==> src/cpr_pkg.sv <==
// Package: shared constants and types for the clock page replacement block.
`timescale 1ns / 1ps
`default_nettype none
package cpr_pkg;

	localparam int SLOTS_DEF     = 8;
	localparam int PAGE_BITS_DEF = 20;
	localparam int START_W       = 3;
	localparam int SLOT_FIELD_W  = 3;

	typedef struct packed {
		logic                    hit;
		logic [SLOT_FIELD_W-1:0] slot;
		logic                    evicted;
	} res_flags_t;

endpackage
`default_nettype wire

==> src/cpr_core.sv <==
// Core: slot page memory, valid and use flags, lookup scan and clock sweep sequencer.
`timescale 1ns / 1ps
`default_nettype none
module cpr_core #(
	parameter int SLOTS     = cpr_pkg::SLOTS_DEF,
	parameter int PAGE_BITS = cpr_pkg::PAGE_BITS_DEF
) (
	input  wire logic                          clk,
	input  wire logic                          arst_n,
	input  wire logic                          in_valid,
	output logic                               in_ready,
	input  wire logic [PAGE_BITS-1:0]          in_page,
	input  wire logic [cpr_pkg::START_W-1:0]   in_start,
	output logic                               res_valid,
	input  wire logic                          res_ready,
	output cpr_pkg::res_flags_t                res_flags,
	output logic [PAGE_BITS-1:0]               res_evicted_page
);

	localparam int IDX_W = (SLOTS > 1) ? $clog2(SLOTS) : 1;
	localparam logic [IDX_W-1:0] LAST_IDX = IDX_W'(SLOTS - 1);
	localparam int START_REDUCE_STEPS = (1 << cpr_pkg::START_W) / 2;

	localparam logic [1:0] ST_IDLE  = 2'd0;
	localparam logic [1:0] ST_LOOK  = 2'd1;
	localparam logic [1:0] ST_SWEEP = 2'd2;
	localparam logic [1:0] ST_FIN   = 2'd3;

	logic [1:0]           state_q;
	logic [PAGE_BITS-1:0] page_q;
	logic [IDX_W-1:0]     start_q;
	logic [IDX_W-1:0]     scan_q;
	logic                 scan_done_q;
	logic                 cmp_vld_s1;
	logic [IDX_W-1:0]     cmp_idx_s1;
	logic                 have_empty_q;
	logic [IDX_W-1:0]     empty_q;
	logic [IDX_W-1:0]     sw_q;
	logic [IDX_W-1:0]     target_q;
	logic                 hit_q;
	logic                 ev_q;
	logic [SLOTS-1:0]     valid_q;
	logic [SLOTS-1:0]     use_q;

	logic [PAGE_BITS-1:0] mem [SLOTS];
	logic [PAGE_BITS-1:0] rd_q;
	logic [IDX_W-1:0]     rd_addr;
	logic                 mem_we;
	logic                 cmp_hit;
	logic                 fin_go;
	logic [IDX_W-1:0]     start_mod;
	logic [cpr_pkg::START_W-1:0] start_red;

	// reduce the start slot below SLOTS by repeated compare and subtract
	always_comb begin
		start_red = in_start;
		for (int i = 0; i < START_REDUCE_STEPS; i++) begin
			if (32'(start_red) >= SLOTS) begin
				start_red = start_red - cpr_pkg::START_W'(SLOTS);
			end
		end
	end

	assign start_mod = IDX_W'(start_red);
	assign cmp_hit   = cmp_vld_s1 && valid_q[cmp_idx_s1] && (rd_q == page_q);
	assign fin_go    = (state_q == ST_FIN) && res_ready;
	assign mem_we    = fin_go && !hit_q;
	assign in_ready  = (state_q == ST_IDLE);
	assign res_valid = (state_q == ST_FIN);

	always_comb begin
		case (state_q)
			ST_LOOK:  rd_addr = scan_q;
			ST_SWEEP: rd_addr = sw_q;
			ST_FIN:   rd_addr = target_q;
			default:  rd_addr = '0;
		endcase
	end

	always_ff @(posedge clk) begin
		if (mem_we) begin
			mem[target_q] <= page_q;
		end
		rd_q <= mem[rd_addr];
	end

	always_ff @(posedge clk or negedge arst_n) begin
		if (!arst_n) begin
			state_q      <= ST_IDLE;
			scan_q       <= '0;
			scan_done_q  <= 1'b0;
			cmp_vld_s1   <= 1'b0;
			cmp_idx_s1   <= '0;
			have_empty_q <= 1'b0;
			empty_q      <= '0;
			sw_q         <= '0;
			target_q     <= '0;
			hit_q        <= 1'b0;
			ev_q         <= 1'b0;
			valid_q      <= '0;
			use_q        <= '0;
			page_q       <= '0;
			start_q      <= '0;
		end else begin
			case (state_q)
				ST_IDLE: begin
					if (in_valid) begin
						page_q       <= in_page;
						start_q      <= start_mod;
						scan_q       <= '0;
						scan_done_q  <= 1'b0;
						cmp_vld_s1   <= 1'b0;
						have_empty_q <= 1'b0;
						state_q      <= ST_LOOK;
					end
				end
				ST_LOOK: begin
					// issue one read per cycle, compare against the registered read data
					cmp_idx_s1 <= scan_q;
					if (!scan_done_q) begin
						if (!valid_q[scan_q] && !have_empty_q) begin
							have_empty_q <= 1'b1;
							empty_q      <= scan_q;
						end
						if (scan_q == LAST_IDX) begin
							scan_done_q <= 1'b1;
						end else begin
							scan_q <= scan_q + 1'b1;
						end
					end
					if (cmp_hit) begin
						cmp_vld_s1 <= 1'b0;
						hit_q      <= 1'b1;
						ev_q       <= 1'b0;
						target_q   <= cmp_idx_s1;
						state_q    <= ST_FIN;
					end else if (cmp_vld_s1 && cmp_idx_s1 == LAST_IDX) begin
						cmp_vld_s1 <= 1'b0;
						hit_q      <= 1'b0;
						if (have_empty_q) begin
							ev_q     <= 1'b0;
							target_q <= empty_q;
							state_q  <= ST_FIN;
						end else begin
							sw_q    <= start_q;
							state_q <= ST_SWEEP;
						end
					end else begin
						cmp_vld_s1 <= !scan_done_q;
					end
				end
				ST_SWEEP: begin
					if (use_q[sw_q]) begin
						use_q[sw_q] <= 1'b0;
						sw_q        <= (sw_q == LAST_IDX) ? '0 : sw_q + 1'b1;
					end else begin
						ev_q     <= 1'b1;
						target_q <= sw_q;
						state_q  <= ST_FIN;
					end
				end
				ST_FIN: begin
					if (res_ready) begin
						valid_q[target_q] <= 1'b1;
						use_q[target_q]   <= 1'b1;
						state_q           <= ST_IDLE;
					end
				end
				default: begin
					state_q <= ST_IDLE;
				end
			endcase
		end
	end

	assign res_flags.hit     = hit_q;
	assign res_flags.slot    = cpr_pkg::SLOT_FIELD_W'(target_q);
	assign res_flags.evicted = ev_q;
	assign res_evicted_page  = ev_q ? rd_q : '0;

	a_sweep_full: assert property (@(posedge clk) disable iff (!arst_n)
		(state_q == ST_SWEEP) |-> (&valid_q))
		else $error("sweep entered with an empty slot");

	a_hit_no_evict: assert property (@(posedge clk) disable iff (!arst_n)
		(state_q == ST_FIN && hit_q) |-> !ev_q)
		else $error("hit reported with eviction");

	a_fin_marks: assert property (@(posedge clk) disable iff (!arst_n)
		fin_go |=> (use_q[$past(target_q)] && valid_q[$past(target_q)]))
		else $error("target slot not marked after transfer");

	a_evict_victim_clear: assert property (@(posedge clk) disable iff (!arst_n)
		(state_q == ST_SWEEP && !use_q[sw_q]) |=> (state_q == ST_FIN && ev_q))
		else $error("sweep missed a clear use bit");

endmodule
`default_nettype wire

==> src/clock_page_replacement.sv <==
// Top level: stream ports and result register around the clock replacement core.
`timescale 1ns / 1ps
`default_nettype none
// Clock (second chance) page replacement over SLOTS resident slots. Each input transfer carries
// a page number and a sweep start slot and yields exactly one result transfer. A hit ends the
// lookup early when the page sits in a low slot, a fill of an empty slot ends after the lookup
// pass, and a miss with no empty slot goes on to a sweep: the single-port page memory is read
// one slot per cycle, first for the lookup pass and then for the clock sweep. The input is not
// ready while an item is in work. The result sits in an output register, so the next item is
// taken while the previous result waits; a second result holds the core until the first leaves.
module clock_page_replacement #(
	parameter int SLOTS     = cpr_pkg::SLOTS_DEF,
	parameter int PAGE_BITS = cpr_pkg::PAGE_BITS_DEF
) (
	input  wire logic clk,
	input  wire logic arst_n,
	input  wire logic s_tvalid,
	output logic      s_tready,
	// page_number, start_slot, zero fill
	input  wire logic [((PAGE_BITS + cpr_pkg::START_W + 7) / 8) * 8 - 1:0] s_tdata,
	output logic      m_tvalid,
	input  wire logic m_tready,
	// hit, slot, evicted, evicted_page, zero fill
	output logic [((PAGE_BITS + cpr_pkg::SLOT_FIELD_W + 2 + 7) / 8) * 8 - 1:0] m_tdata
);

	localparam int IN_W  = ((PAGE_BITS + cpr_pkg::START_W + 7) / 8) * 8;
	localparam int RES_W = PAGE_BITS + cpr_pkg::SLOT_FIELD_W + 2;
	localparam int OUT_W = ((RES_W + 7) / 8) * 8;

	logic                 core_in_ready;
	logic                 res_valid;
	logic                 res_ready;
	cpr_pkg::res_flags_t  res_flags;
	logic [PAGE_BITS-1:0] res_evicted_page;
	logic                 out_valid_q;
	logic [OUT_W-1:0]     out_data_q;
	logic [IN_W-1:0]      in_data;

	assign in_data   = s_tdata;
	assign s_tready  = core_in_ready;
	assign res_ready = !out_valid_q || m_tready;

	cpr_core #(
		.SLOTS     (SLOTS),
		.PAGE_BITS (PAGE_BITS)
	) u_core (
		.clk              (clk),
		.arst_n           (arst_n),
		.in_valid         (s_tvalid),
		.in_ready         (core_in_ready),
		.in_page          (in_data[PAGE_BITS-1:0]),
		.in_start         (in_data[PAGE_BITS +: cpr_pkg::START_W]),
		.res_valid        (res_valid),
		.res_ready        (res_ready),
		.res_flags        (res_flags),
		.res_evicted_page (res_evicted_page)
	);

	always_ff @(posedge clk or negedge arst_n) begin
		if (!arst_n) begin
			out_valid_q <= 1'b0;
		end else if (res_ready) begin
			out_valid_q <= res_valid;
		end
	end

	always_ff @(posedge clk) begin
		if (res_valid && res_ready) begin
			out_data_q <= OUT_W'({res_evicted_page, res_flags.evicted, res_flags.slot,
				res_flags.hit});
		end
	end

	assign m_tvalid = out_valid_q;
	assign m_tdata  = out_data_q;

endmodule
`default_nettype wire

==> config.mk <==
export PLATFORM = sky130hd
export DESIGN_NAME = clock_page_replacement
export DESIGN_NICKNAME = d
export VERILOG_FILES = /design/src/cpr_pkg.sv /design/src/cpr_core.sv /design/src/clock_page_replacement.sv
export SDC_FILE = /design/constraint.sdc
export NUM_CORES = 1
export LEC_CHECK = 0
export BUFFER_PORTS_ARGS = -buffer_cell sky130_fd_sc_hd__buf_2
export CAP_MARGIN = 5
export CORE_MARGIN = 2
export CORE_UTILIZATION = 65
export DETAILED_ROUTE_END_ITERATION = 6
export PLACE_DENSITY = 0.84
export SYNTH_ARGS = -nofsm -noshare
export SYNTH_HDL_FRONTEND = slang
export SYNTH_SLANG_ARGS = --single-unit
==> constraint.sdc <==
create_clock -name clk -period 8.3 [get_ports clk]
set_input_delay 1.66 -clock clk [delete_from_list [all_inputs] [get_ports clk]]
set_output_delay 1.66 -clock clk [all_outputs]
set_load 0.005 [all_outputs]
==> flow_summary.json <==
{
  "synth_top_area_frac": 0.506,
  "required_ns": 6.64,
  "die-height_um": 134,
  "cts_hold_buf": 0,
  "fill_cells": 1038,
  "placedCellCount": 1119,
  "wire_per_inst_um": 20.4,
  "worstMarginPinSlew_ns": 1.13,
  "path_clk_slew_ns": 0.07,
  "cts_tree": "done",
  "yosysUniqueCellTypes": 59,
  "multi_input_area_sq_um": 3250,
  "grt_max_degree": 63,
  "fin_crit_sh": 0.420,
  "gp_congestion": 0.878,
  "finalHoldViolations": 0,
  "drc": 0,
  "vdd_drop_max_mv": 0.274,
  "clock-sinks": 267,
  "grt_pass1_vias": 7084,
  "top_level_ports": 62,
  "rsz0062_at_grt": "false",
  "yosys-top-cells-count": "nand2_1 (200), edfxtp_1 (185), nand3_1 (83)",
  "leakage_nw": 4.67,
  "synthFlopType": "edfxtp_1",
  "grt.overflow.total": 0,
  "end_kind": "primary output",
  "final_layout_size_suffix_gt1_frac": 0.178,
  "fin_skew_ns": 0.0170,
  "coreArea_sq_um": 16500,
  "ant_nets": 0,
  "maxCapViolations": 0,
  "finalSetupTns_ns": 0,
  "instances_no_fill": 1169,
  "place_hpwl_um": 13900,
  "fp.dieArea_sq_um": 18000,
  "synth.avg_cell_area_sq_um": 12.6,
  "cts_setup_buffers": 0,
  "nets": 964,
  "clk_latency_ns": 0.54,
  "die_w_um": 134,
  "antennaDiodeCount": 0,
  "grt_antenna_before_repair": 0,
  "grt_usage": 0.273,
  "worst_setup_path_start_kind": "register",
  "portBuffers": 53,
  "final-setup-viol-count": 0,
  "drtIter0Drc": 734,
  "drt_wl_total_um": 23800,
  "vias_per_cell": 6.02,
  "async_reset_ff_frac": 0.232,
  "status": "completed",
  "whs_ns": 0.504,
  "clockBufferDepth": 3,
  "synth_edf_count": 185,
  "cp_max_fo": 11,
  "netlist_top_cells_area": "edfxtp_1 (51%), dfrtp_1 (14%), nand2_1 (6.8%)",
  "cts_max_level": 1,
  "ctsResizeCount": 0,
  "row_count": 47,
  "cellPowerDensity_nw_per_um2": 411,
  "relSlewSlack": 0.244,
  "ys_warn_count": 0,
  "final_util": 0.744,
  "seq_area_frac_synth": 0.684,
  "start_util": 0.665,
  "grt_pass1_wl_um": 37400,
  "slew_viol_final": 0,
  "min_path_type": "register to register",
  "seq_area_sq_um": 7510,
  "syn_area_sq_um": 11000,
  "cts_root_buffer": "clkbuf_16",
  "syn_inst": 875,
  "dr_total_vias": 7038,
  "dr.pass1.iters": 5,
  "area_growth_pct": 12.0,
  "ys_seq_elements": 267,
  "synth_most_common_cell": "nand2_1",
  "cts_buffers": 27,
  "dpl_cell_area_sq_um": 11500,
  "crit_arrival_ns": 1.83,
  "crit_type": "register to primary output",
  "fmax_mhz": 287,
  "min_period_ns": 3.49,
  "synth_top_area_cell": "edfxtp_1",
  "fin_area_sq_um": 12300
}
## per-layer routing
layer | share of wire | up-vias | track usage | wire (um)
met5 | 0 | - | 0 | 0
met4 | 0.043 | 0 | 0.128 | 1020
met3 | 0.074 | 67 | 0.0435 | 1780
met2 | 0.48 | 365 | 0.447 | 11400
met1 | 0.41 | 3393 | 0.365 | 9680
li1 | - | 3213 | - | -
## worst paths after layout
kind | slack [ns] | depth (start not counted) | end | startpoint
setup / recovery | 4.81 | 3 | s_tready | u_core.state_q[0]
hold / removal | 0.50 | 1 | u_core.use_q[2] | u_core.use_q[2]
setup reg to reg | 4.91 | 10 | u_core.rd_q[9] | u_core.state_q[0]
hold reg to reg | 0.50 | 1 | u_core.use_q[2] | u_core.use_q[2]
max in group asynchronous | 6.44 | 2 | u_core.scan_q[2] | arst_n
min in group asynchronous | 1.32 | 2 | u_core.use_q[2] | arst_n
## metrics by stage
step	total power [W]	worst slack [ns]
6_report	0.00506	4.81
5_1_grt	0.00533	4.67
4_1_cts	0.00506	4.82
3_5_place_dp	0.00391	4.99
3_3_place_gp	0.00382	5.06
2_1_floorplan	0.00336	4.26
## registers in the layout, indices dropped and copies added, names as in the netlist
register / count
u_core.cmp_idx_s1: 3
m_tdata: 25
u_core.rd_q: 20
u_core.target_q: 3
u_core.page_q: 20
u_core.use_q: 8
u_core.start_q: 3
u_core.empty_q: 3
u_core.scan_q: 3
u_core.cmp_vld_s1: 1
u_core.state_q: 2
u_core.ev_q: 1
u_core.hit_q: 1
u_core.have_empty_q: 1
u_core.sw_q: 3
u_core.scan_done_q: 1
m_tvalid: 1
u_core.mem: 160
u_core.valid_q: 8
## power by group
part           internal, W  switching [W]
Sequential         0.00190       0.000336
Combinational     0.000643        0.00104
Clock             0.000655       0.000482
Total              0.00320        0.00186
## critical path, cell delays in order (launching register included)
cell	delay, ns
dfrtp_1	0.41
inv_1	0.13
ha_1	0.53
buf_2	0.22
## cell families (layout without fill, tap and decap cells)
kind of cell    Yosys count  in the layout  share of synthesized area
simple gates            364            364                      0.149
xor+xnor                 21             21                     0.0167
fa+ha+maj                 8              8                    0.00912
compound gates          100            100                     0.0543
flops                   267            267                      0.684
buf+inv                  62            130                     0.0261
other cells               1              7                   0.000341
mux                      52             52                     0.0605
## cell type report
type | instances | share of cell area
Sequential cell | 267 | 0.610
Multi-Input combinational cell | 552 | 0.264
Clock buffer | 45 | 0.0646
Timing Repair Buffer | 70 | 0.0319
Tap cell | 220 | 0.0224
Clock inverter | 5 | 0.00346
Inverter | 10 | 0.00305
## cells in the final DEF (no fill, tap or decap), types with 3 or more instances in the layout
master,Yosys,routed
nand2b_1,7,7
nor2_1,20,13
clkbuf_16,0,28
mux2_2,39,39
dfxtp_1,20,20
nor3_2,0,4
mux4_2,5,5
dfrtp_1,62,62
o21bai_1,9,9
inv_1,10,10
clkbuf_8,0,3
mux2i_1,6,6
clkbuf_1,35,14
nor2b_1,3,3
nand2_1,200,200
a21oi_1,12,12
edfxtp_1,185,185
buf_4,11,17
and2_1,23,23
xor2_1,4,4
o21ai_1,42,42
nand3_1,83,83
xnor2_1,17,17
nor2_2,0,7
a31oi_1,3,3
nor3_1,7,3
buf_2,3,53
nand4_1,4,4
or2_2,2,3
o21ai_0,16,16
conb_1,1,7
ha_1,8,8
No activity file was read; power rests on OpenSTA's default activity.
